**config.mk**
```make
export PLATFORM = sky130hd
export DESIGN_NAME = bounded_deque_with_search
export DESIGN_NICKNAME = d
export VERILOG_FILES = /design/src/rtl/bdq_pkg.sv /design/src/rtl/bounded_deque_with_search.sv /design/src/rtl/bdq_ram.sv
export SDC_FILE = /design/constraint.sdc
export NUM_CORES = 2
export LEC_CHECK = 0
export ABC_AREA = 0
export BUFFER_PORTS_ARGS = -buffer_cell sky130_fd_sc_hd__clkbuf_2
export CORE_MARGIN = 2
export CORE_UTILIZATION = 55
export CTS_CLUSTER_SIZE = 24
export DETAILED_ROUTE_END_ITERATION = 16
export GPL_TIMING_DRIVEN = 0
export PLACE_DENSITY = 0.82
export SLEW_MARGIN = 30
export SYNTH_ARGS = -nofsm -noshare
export SYNTH_HDL_FRONTEND = slang
export SYNTH_SLANG_ARGS = --single-unit
```
**constraint.sdc**
```tcl
create_clock -name clk -period 6 [get_ports clk]
set_input_delay 0.6 -clock clk [delete_from_list [all_inputs] [get_ports clk]]
set_output_delay 0.6 -clock clk [all_outputs]
set_load 0.03 [all_outputs]
```
**src/rtl/bdq_pkg.sv**
```systemverilog
`timescale 1ns / 1ps

package bdq_pkg;

  localparam int DEPTH_DEF = 64;

  localparam int OP_W    = 3;
  localparam int VALUE_W = 32;
  localparam int POS_W   = 7;
  localparam int STAT_W  = 2;

  // operation codes; 5 to 7 are no-ops
  localparam logic [OP_W-1:0] OP_PUSH_FRONT = 3'd0;
  localparam logic [OP_W-1:0] OP_PUSH_BACK  = 3'd1;
  localparam logic [OP_W-1:0] OP_POP_FRONT  = 3'd2;
  localparam logic [OP_W-1:0] OP_POP_BACK   = 3'd3;
  localparam logic [OP_W-1:0] OP_SEARCH     = 3'd4;

  localparam logic [STAT_W-1:0] ST_OK       = 2'd0;
  localparam logic [STAT_W-1:0] ST_EMPTY    = 2'd1;
  localparam logic [STAT_W-1:0] ST_FULL     = 2'd2;
  localparam logic [STAT_W-1:0] ST_NOTFOUND = 2'd3;

  typedef struct packed {
    logic [OP_W-1:0]           operation;
    logic signed [VALUE_W-1:0] value;
  } in_word_t;

  typedef struct packed {
    logic [STAT_W-1:0]         status;
    logic [POS_W-1:0]          found_position;
    logic [POS_W-1:0]          entry_count;
    logic signed [VALUE_W-1:0] entry_sum;
  } out_word_t;

endpackage

```
**src/rtl/bounded_deque_with_search.sv**
```systemverilog
`timescale 1ns / 1ps

// Bounded double-ended queue of signed 32-bit words, held as a ring in one RAM.
// Input channel in_valid/in_ready/in_data carries an operation and a value:
// push front, push back, pop front, pop back or search. Each accepted word
// gives exactly one result word on out_valid/out_ready/out_data: status, the
// 1-based position of the first match from the front (search only), and the
// entry count and wrapping sum after the operation.
// Work per word, from acceptance to the result register:
//   push            RAM write in the accept cycle
//   pop             one RAM read, registered
//   search          k entries compared, k the number compared (1..DEPTH);
//                   the scan reads one RAM entry per cycle
//   empty pop/search, full push, unused codes: finished in the accept cycle
// Each result is registered at the end of its last work cycle. A new word is taken in
// the cycle after the previous result is written to the output register.
// If the receiver stalls with a result still in the output register, the next
// finished result waits in a hold register and input is held off until the
// output register frees up.
// Reset (rst_n low, synchronous) empties the queue, clears the sum and the
// output valid. The RAM itself is not cleared; no empty entry is ever read.
module bounded_deque_with_search #(
  parameter int DEPTH = bdq_pkg::DEPTH_DEF
) (
  input  logic                clk,
  input  logic                rst_n,
  input  logic                in_valid,
  output logic                in_ready,
  input  bdq_pkg::in_word_t   in_data,
  output logic                out_valid,
  input  logic                out_ready,
  output bdq_pkg::out_word_t  out_data
);

  localparam int PW = $clog2(DEPTH);      // ring index width
  localparam int CW = $clog2(DEPTH + 1);  // count width, holds DEPTH itself
  localparam logic [PW:0]   DEPTH_W  = (PW + 1)'(DEPTH);
  localparam logic [PW-1:0] LAST_IDX = PW'(DEPTH - 1);
  localparam logic [CW-1:0] FULL_CNT = CW'(DEPTH);

  typedef enum logic [1:0] {S_IDLE, S_POP, S_SRCH, S_HOLD} state_t;

  // front + offset, wrapped once (both below DEPTH so one subtract suffices)
  function automatic logic [PW-1:0] ring_add(logic [PW-1:0] base, logic [CW-1:0] off);
    logic [PW:0] s;
    s = {1'b0, base} + (PW + 1)'(off);
    if (s >= DEPTH_W) begin
      s = s - DEPTH_W;
    end
    return s[PW-1:0];
  endfunction

  function automatic logic [PW-1:0] ring_inc(logic [PW-1:0] idx);
    return (idx == LAST_IDX) ? '0 : idx + PW'(1);
  endfunction

  state_t state_r, state_nxt;
  logic [PW-1:0] front_r, front_nxt;
  logic [CW-1:0] count_r, count_nxt;
  logic signed [bdq_pkg::VALUE_W-1:0] sum_r, sum_nxt;
  logic [bdq_pkg::OP_W-1:0] op_r, op_nxt;
  logic signed [bdq_pkg::VALUE_W-1:0] val_r, val_nxt;
  logic [PW-1:0] scan_r, scan_nxt;       // offset of the entry being compared
  logic [PW-1:0] addr_r, addr_nxt;       // ring address of that entry
  bdq_pkg::out_word_t res_r, res_nxt;    // hold slot
  bdq_pkg::out_word_t out_r, out_nxt;
  logic out_valid_r, out_valid_nxt;

  // RAM port
  logic                         ram_we;
  logic [PW-1:0]                ram_waddr;
  logic [bdq_pkg::VALUE_W-1:0]  ram_wdata;
  logic [PW-1:0]                ram_raddr;
  logic [bdq_pkg::VALUE_W-1:0]  ram_rdata;

  // completion of the current word
  logic                 done;
  logic [bdq_pkg::STAT_W-1:0] done_status;
  logic [bdq_pkg::POS_W-1:0]  done_pos;
  logic                 slot_free;
  logic [CW-1:0]        scan_p1;
  bdq_pkg::out_word_t   done_word;

  bdq_ram #(
    .WIDTH (bdq_pkg::VALUE_W),
    .DEPTH (DEPTH)
  ) u_ram (
    .clk     (clk),
    .wr_en   (ram_we),
    .wr_addr (ram_waddr),
    .wr_data (ram_wdata),
    .rd_addr (ram_raddr),
    .rd_data (ram_rdata)
  );

  assign in_ready  = (state_r == S_IDLE);
  assign out_valid = out_valid_r;
  assign out_data  = out_r;
  assign slot_free = !out_valid_r || out_ready;
  assign scan_p1   = CW'(scan_r) + CW'(1);

  always_comb begin
    state_nxt   = state_r;
    front_nxt   = front_r;
    count_nxt   = count_r;
    sum_nxt     = sum_r;
    op_nxt      = op_r;
    val_nxt     = val_r;
    scan_nxt    = scan_r;
    addr_nxt    = addr_r;
    res_nxt     = res_r;
    out_nxt     = out_r;
    out_valid_nxt = out_valid_r && !out_ready;
    ram_we      = 1'b0;
    ram_waddr   = front_r;
    ram_wdata   = in_data.value;
    ram_raddr   = addr_r;
    done        = 1'b0;
    done_status = bdq_pkg::ST_OK;
    done_pos    = '0;

    unique case (state_r)
      S_IDLE: begin
        if (in_valid) begin
          op_nxt = in_data.operation;
          val_nxt = in_data.value;
          unique case (in_data.operation)
            bdq_pkg::OP_PUSH_FRONT, bdq_pkg::OP_PUSH_BACK: begin
              done = 1'b1;
              if (count_r >= FULL_CNT) begin
                done_status = bdq_pkg::ST_FULL;
              end else begin
                ram_we    = 1'b1;
                count_nxt = count_r + CW'(1);
                sum_nxt   = sum_r + in_data.value;
                if (in_data.operation == bdq_pkg::OP_PUSH_FRONT) begin
                  front_nxt = (front_r == '0) ? LAST_IDX : front_r - PW'(1);
                  ram_waddr = front_nxt;
                end else begin
                  ram_waddr = ring_add(front_r, count_r);
                end
              end
            end
            bdq_pkg::OP_POP_FRONT, bdq_pkg::OP_POP_BACK: begin
              if (count_r == '0) begin
                done        = 1'b1;
                done_status = bdq_pkg::ST_EMPTY;
              end else begin
                ram_raddr = (in_data.operation == bdq_pkg::OP_POP_FRONT) ? front_r
                          : ring_add(front_r, count_r - CW'(1));
                state_nxt = S_POP;
              end
            end
            bdq_pkg::OP_SEARCH: begin
              if (count_r == '0) begin
                done        = 1'b1;
                done_status = bdq_pkg::ST_NOTFOUND;
              end else begin
                ram_raddr = front_r;
                addr_nxt  = front_r;
                scan_nxt  = '0;
                state_nxt = S_SRCH;
              end
            end
            default: begin
              done = 1'b1;
            end
          endcase
        end
      end
      S_POP: begin
        done      = 1'b1;
        sum_nxt   = sum_r - $signed(ram_rdata);
        count_nxt = count_r - CW'(1);
        if (op_r == bdq_pkg::OP_POP_FRONT) begin
          front_nxt = ring_inc(front_r);
        end
      end
      S_SRCH: begin
        // ram_rdata is the entry at offset scan_r
        if (ram_rdata == $unsigned(val_r)) begin
          done     = 1'b1;
          done_pos = bdq_pkg::POS_W'(scan_p1);
        end else if (scan_p1 == count_r) begin
          done        = 1'b1;
          done_status = bdq_pkg::ST_NOTFOUND;
        end else begin
          scan_nxt  = scan_r + PW'(1);
          addr_nxt  = ring_inc(addr_r);
          ram_raddr = addr_nxt;
        end
      end
      S_HOLD: begin
        if (slot_free) begin
          out_nxt       = res_r;
          out_valid_nxt = 1'b1;
          state_nxt     = S_IDLE;
        end
      end
      default: begin
        state_nxt = S_IDLE;
      end
    endcase

    done_word.status         = done_status;
    done_word.found_position = done_pos;
    done_word.entry_count    = bdq_pkg::POS_W'(count_nxt);
    done_word.entry_sum      = sum_nxt;

    if (done) begin
      if (slot_free) begin
        out_nxt       = done_word;
        out_valid_nxt = 1'b1;
        state_nxt     = S_IDLE;
      end else begin
        res_nxt   = done_word;
        state_nxt = S_HOLD;
      end
    end
  end

  always_ff @(posedge clk) begin
    if (!rst_n) begin
      state_r     <= S_IDLE;
      front_r     <= '0;
      count_r     <= '0;
      sum_r       <= '0;
      out_valid_r <= 1'b0;
    end else begin
      state_r     <= state_nxt;
      front_r     <= front_nxt;
      count_r     <= count_nxt;
      sum_r       <= sum_nxt;
      out_valid_r <= out_valid_nxt;
    end
    op_r   <= op_nxt;
    val_r  <= val_nxt;
    scan_r <= scan_nxt;
    addr_r <= addr_nxt;
    res_r  <= res_nxt;
    out_r  <= out_nxt;
  end

`ifndef NO_ASSERTIONS
  a_count_bound: assert property (@(posedge clk) disable iff (!rst_n)
    count_r <= FULL_CNT)
    else $error("entry count above depth");

  a_scan_in_range: assert property (@(posedge clk) disable iff (!rst_n)
    (state_r == S_SRCH) |-> (CW'(scan_r) < count_r))
    else $error("search scan past last entry");

  a_push_grows: assert property (@(posedge clk) disable iff (!rst_n)
    (in_valid && in_ready && count_r < FULL_CNT &&
     (in_data.operation == bdq_pkg::OP_PUSH_FRONT ||
      in_data.operation == bdq_pkg::OP_PUSH_BACK))
    |=> (count_r == $past(count_r) + CW'(1)))
    else $error("push did not grow the queue");

  a_search_keeps_state: assert property (@(posedge clk) disable iff (!rst_n)
    (state_r == S_SRCH) |=> (count_r == $past(count_r) && front_r == $past(front_r)))
    else $error("search changed the queue");

  a_hold_blocks_input: assert property (@(posedge clk) disable iff (!rst_n)
    (state_r == S_HOLD && !slot_free) |=> (state_r == S_HOLD && out_valid_r))
    else $error("held result lost");
`endif

endmodule

```
**src/rtl/bdq_ram.sv**
```systemverilog
`timescale 1ns / 1ps

module bdq_ram #(
  parameter int WIDTH = 32,
  parameter int DEPTH = 64
) (
  input  logic                     clk,
  input  logic                     wr_en,
  input  logic [$clog2(DEPTH)-1:0] wr_addr,
  input  logic [WIDTH-1:0]         wr_data,
  input  logic [$clog2(DEPTH)-1:0] rd_addr,
  output logic [WIDTH-1:0]         rd_data
);

  logic [WIDTH-1:0] mem [DEPTH];

  always_ff @(posedge clk) begin
    if (wr_en) begin
      mem[wr_addr] <= wr_data;
    end
    rd_data <= mem[rd_addr];
  end

endmodule
```
==> results.md <==
- CP Data Required Time: 6780 ps
- Seq cells post-synth: 2,271
- Chip width: 417 um
- Layout cells sized above 1: 0.109
- Antenna Violating Nets Remaining: 0
- Initial core utilization: 0.554
- Placed insts: 9,389
- Worst rel slew slack: 0.250
- GR Util All Layers: 0.340
- Root Buffer: clkbuf_16
- Crit start category: flop
- Wire length per cell: 30.7 um
- DR vias/cell: 6.61
- Mean Syn Cell Area: 13.5 um^2
- Synth cell types: 77
- Routed WL: 300 mm
- Sink Count: 2,271
- Status: finished with violations
- Mapped cell area: 93,800 um^2
- Sequence of cells on the critical path: ha_1 -> xnor2_1 -> xnor2_1 -> nor3_1 -> and4_1 -> nor2_1 -> clkbuf_1 -> and3_1 -> nor3_1 -> buf_2 -> buf_2 -> clkbuf_1 -> a21oi_1 -> o21ai_0 -> o2111ai_1 -> and4_1
- I/O Pins: 89
- Global-route wire length before repair: 424 mm
- Core Box Area: 169,000 um^2
- Seq/Total Area, Yosys: 0.713
- Synth Instances: 6,977
- Number of cell rows: 151
- Tightest Hold Check Type: primary input to flop
- Area Overhead vs Synth: 14.6%
- HPWL after detailed placement: 202 mm
- Total Power: 46.8 mW
- Setup WS post-layout: -180 ps
- Failing checks: setup timing
- Critical Path AT: 6960 ps
- # setup viols final: 2
- Hold slack: 111 ps
- Setup TNS: -284 ps
- F_max: 162 MHz
- Top_reg_cell synth: edfxtp_1
- Final Hold Fails: 0
- Vias in the first global route: 62,200
- EDFF count, synth: 2,143
- RePlAce Congestion: 1.04
- CTS Buf Count: 212
- CP max stage delay: 730 ps
- R2R depth: 16
- Nets@finish: 7,512
- Worst-path fanout max: 10
- Largest net degree at the start of global routing: 67
- DR vias: 64,700
- Ys Warns: 0
- Least-Margin Pin Slew: 1120 ps
- WS Path Type: flop to flop
- Async SR Flop Fraction: 0
- Clock Latency Late Sink: 920 ps
- Final period util: 1.03
- WHS Endpoint: op_r[1]
- WHS Path Cells: 1
- TritonCTS clock tree: built
- R2R setup slack: -180 ps
- Fillers: 11,300
- Crit path capture type: flop
- Bufs on Longest Clock Path: 3
- Fin crit period: 6180 ps
- Worst reg2reg path startpoint: scan_r[0]
- First-pass DRT Iterations: 11
- Max VDD drop: 329 uV
- Min-delay src: in_data[33]
- R2r endpoint: u_ram.rd_data[16]
- Number of antenna violations at the first check in global routing: 41
- Worst-path clk slew: 70 ps
- Die Y: 417 um
- Number of max-cap violations: 0
- Port Buffer Count: 88
- H-tree lvl count: 4
- Hold Buf Count CTS: 0
- Net Count, Synth: 7,099
- GRT overflow: 0
- LEAKAGE: 38.3 nW
- Die ar.: 174,000 um^2
- Final cell count without fillers: 9,791
- PwrDens: 435 nW/um^2
- Max-slew violations: 0
- Pre-CTS WS: 191 ps
- Iteration-0 DRC Markers: 11,600
- CP max-delay cell: o2111ai_1
- Residual DRC: 0
- Clock Skew: 105 ps
- RSZ-0062 raised after global routing: no
## synth_stat cells, types with 28 or more instances
| library cell | count | share of area |
|---|---|---|
| o2111ai_1 | 93 | 0.0087 |
| dfxtp_1 | 128 | 0.027 |
| and4_1 | 36 | 0.0034 |
| nand2_1 | 1584 | 0.063 |
| inv_1 | 70 | 0.0028 |
| nand3_1 | 593 | 0.032 |
| clkbuf_1 | 174 | 0.0070 |
| xnor2_1 | 66 | 0.0062 |
| nor2_1 | 185 | 0.0074 |
| o21ai_0 | 186 | 0.0099 |
| a21o_1 | 44 | 0.0035 |
| a21oi_1 | 271 | 0.014 |
| ha_1 | 79 | 0.011 |
| edfxtp_1 | 2143 | 0.69 |
| a22oi_1 | 28 | 0.0022 |
| nor3_1 | 30 | 0.0016 |
| mux2i_1 | 554 | 0.059 |
| xor2_1 | 48 | 0.0045 |
| a32oi_1 | 136 | 0.013 |
| buf_2 | 184 | 0.0098 |
| and2_1 | 31 | 0.0021 |
## cell usage in the layout (no fill, tap or decap), types with 18 or more instances in the layout
| cell type | count |
|---|---|
| a21o_1 | 44 |
| a21oi_1 | 270 |
| a22oi_1 | 28 |
| a32oi_1 | 136 |
| and2_1 | 31 |
| and3_1 | 24 |
| and4_1 | 36 |
| buf_16 | 84 |
| buf_2 | 184 |
| buf_4 | 25 |
| buf_6 | 23 |
| bufinv_16 | 21 |
| clkbuf_1 | 214 |
| clkbuf_16 | 212 |
| clkbuf_2 | 58 |
| clkbuf_4 | 21 |
| clkinv_1 | 45 |
| clkinv_2 | 31 |
| dfxtp_1 | 128 |
| edfxtp_1 | 2143 |
| ha_1 | 79 |
| inv_1 | 69 |
| mux2i_1 | 554 |
| nand2_1 | 1578 |
| nand3_1 | 591 |
| nor2_1 | 118 |
| nor2_4 | 65 |
| nor3_1 | 30 |
| o2111ai_1 | 89 |
| o21ai_0 | 174 |
| o22ai_1 | 18 |
| xnor2_1 | 66 |
| xor2_1 | 48 |
## where the power goes
group | leakage, nW | internal, mW | switching, mW | total [mW]
Clock | 3.36 | 7.49 | 6.07 | 13.6
Sequential | 20.4 | 17.8 | 0.299 | 18.1
Combinational | 14.6 | 4.23 | 10.9 | 15.1
Total | 38.3 | 29.5 | 17.3 | 46.8
## logic make-up (layout without fill, tap and decap cells)
kind of cell / count (synthesis) / in the layout / synth area share
AND/OR/NAND/NOR: 2560 / 2560 / 0.116
other: 0 / 15 / 0
XOR/XNOR: 115 / 115 / 0.0109
AO/OA/AOI/OAI: 907 / 907 / 0.0644
flip-flops: 2271 / 2271 / 0.713
adder cells (fa/ha/maj): 83 / 83 / 0.0114
buffers and inverters: 483 / 1064 / 0.0243
multiplexers: 558 / 558 / 0.0596
## flip-flops by register name (all words and copies together), names as in the netlist
name / cells
u_ram.rd_data: 32
out_data: 48
sum_r: 32
front_r: 6
addr_r: 6
out_valid: 1
val_r: 32
op_r: 3
state_r: 2
scan_r: 6
u_ram.mem: 2048
count_r: 7
res_r: 48
## per-stage QoR
step | util | area, um^2
floorplan | - | 93800
global route | 0.634 | 108000
finish | 0.635 | 108000
CTS | 0.634 | 107000
global placement | 0.573 | 97100
detailed placement | 0.593 | 100000
## metal layers
layer / track usage / up-vias / routed length (um) / part of all wire
li1: - / 26800 / - / -
met1: 0.424 / 31400 / 101000 / 0.34
met2: 0.505 / 5412 / 130000 / 0.43
met3: 0.109 / 1106 / 43600 / 0.15
met4: 0.238 / 38 / 25100 / 0.083
met5: 0.00111 / - / 262 / 0.00087
## repair_timing
item / CTS / global route
endpoints found under the setup margin: 0 / 12
buffers inserted: 0 / 0
gates resized for setup: 0 / 16
## worst max path at each step
stage	startpoint	endpoint	slack (ps)	cells after the start
floorplan	count_r[0]	res_r[0]	1160	10
global placement	in_valid	u_ram.mem[61][18]	-1430	10
detailed placement	scan_r[0]	u_ram.rd_data[19]	190	16
CTS	scan_r[0]	u_ram.rd_data[19]	170	16
global route	scan_r[0]	u_ram.rd_data[22]	20	16
finish	scan_r[0]	u_ram.rd_data[16]	-180	16
## cell type report
| cell class | instances | area, um^2 | share of cell area |
|---|---|---|---|
| Inverter | 71 | 267 | 0.00248 |
| Buffer | 412 | 2010 | 0.0187 |
| Clock buffer | 258 | 5520 | 0.0513 |
| Tap cell | 2218 | 2780 | 0.0258 |
| Multi-Input combinational cell | 4223 | 25200 | 0.235 |
| Timing Repair Buffer | 199 | 3330 | 0.0309 |
| Sequential cell | 2271 | 66900 | 0.622 |
| Clock inverter | 124 | 1450 | 0.0135 |
| Antenna cell | 15 | 37.5 | 0.000349 |
## worst max-delay path: cells and delay by family (launching register included)
kind / cells / cell delay [ps]
AOI/OAI and AO/OA: 3 / 1410
xor gates and xnor gates: 2 / 470
adders and majority gates: 1 / 270
buffers and inverters: 4 / 1720
and+or+nand+nor: 6 / 1710
DFF: 1 / 500
Power figures use the tool's default switching activity.
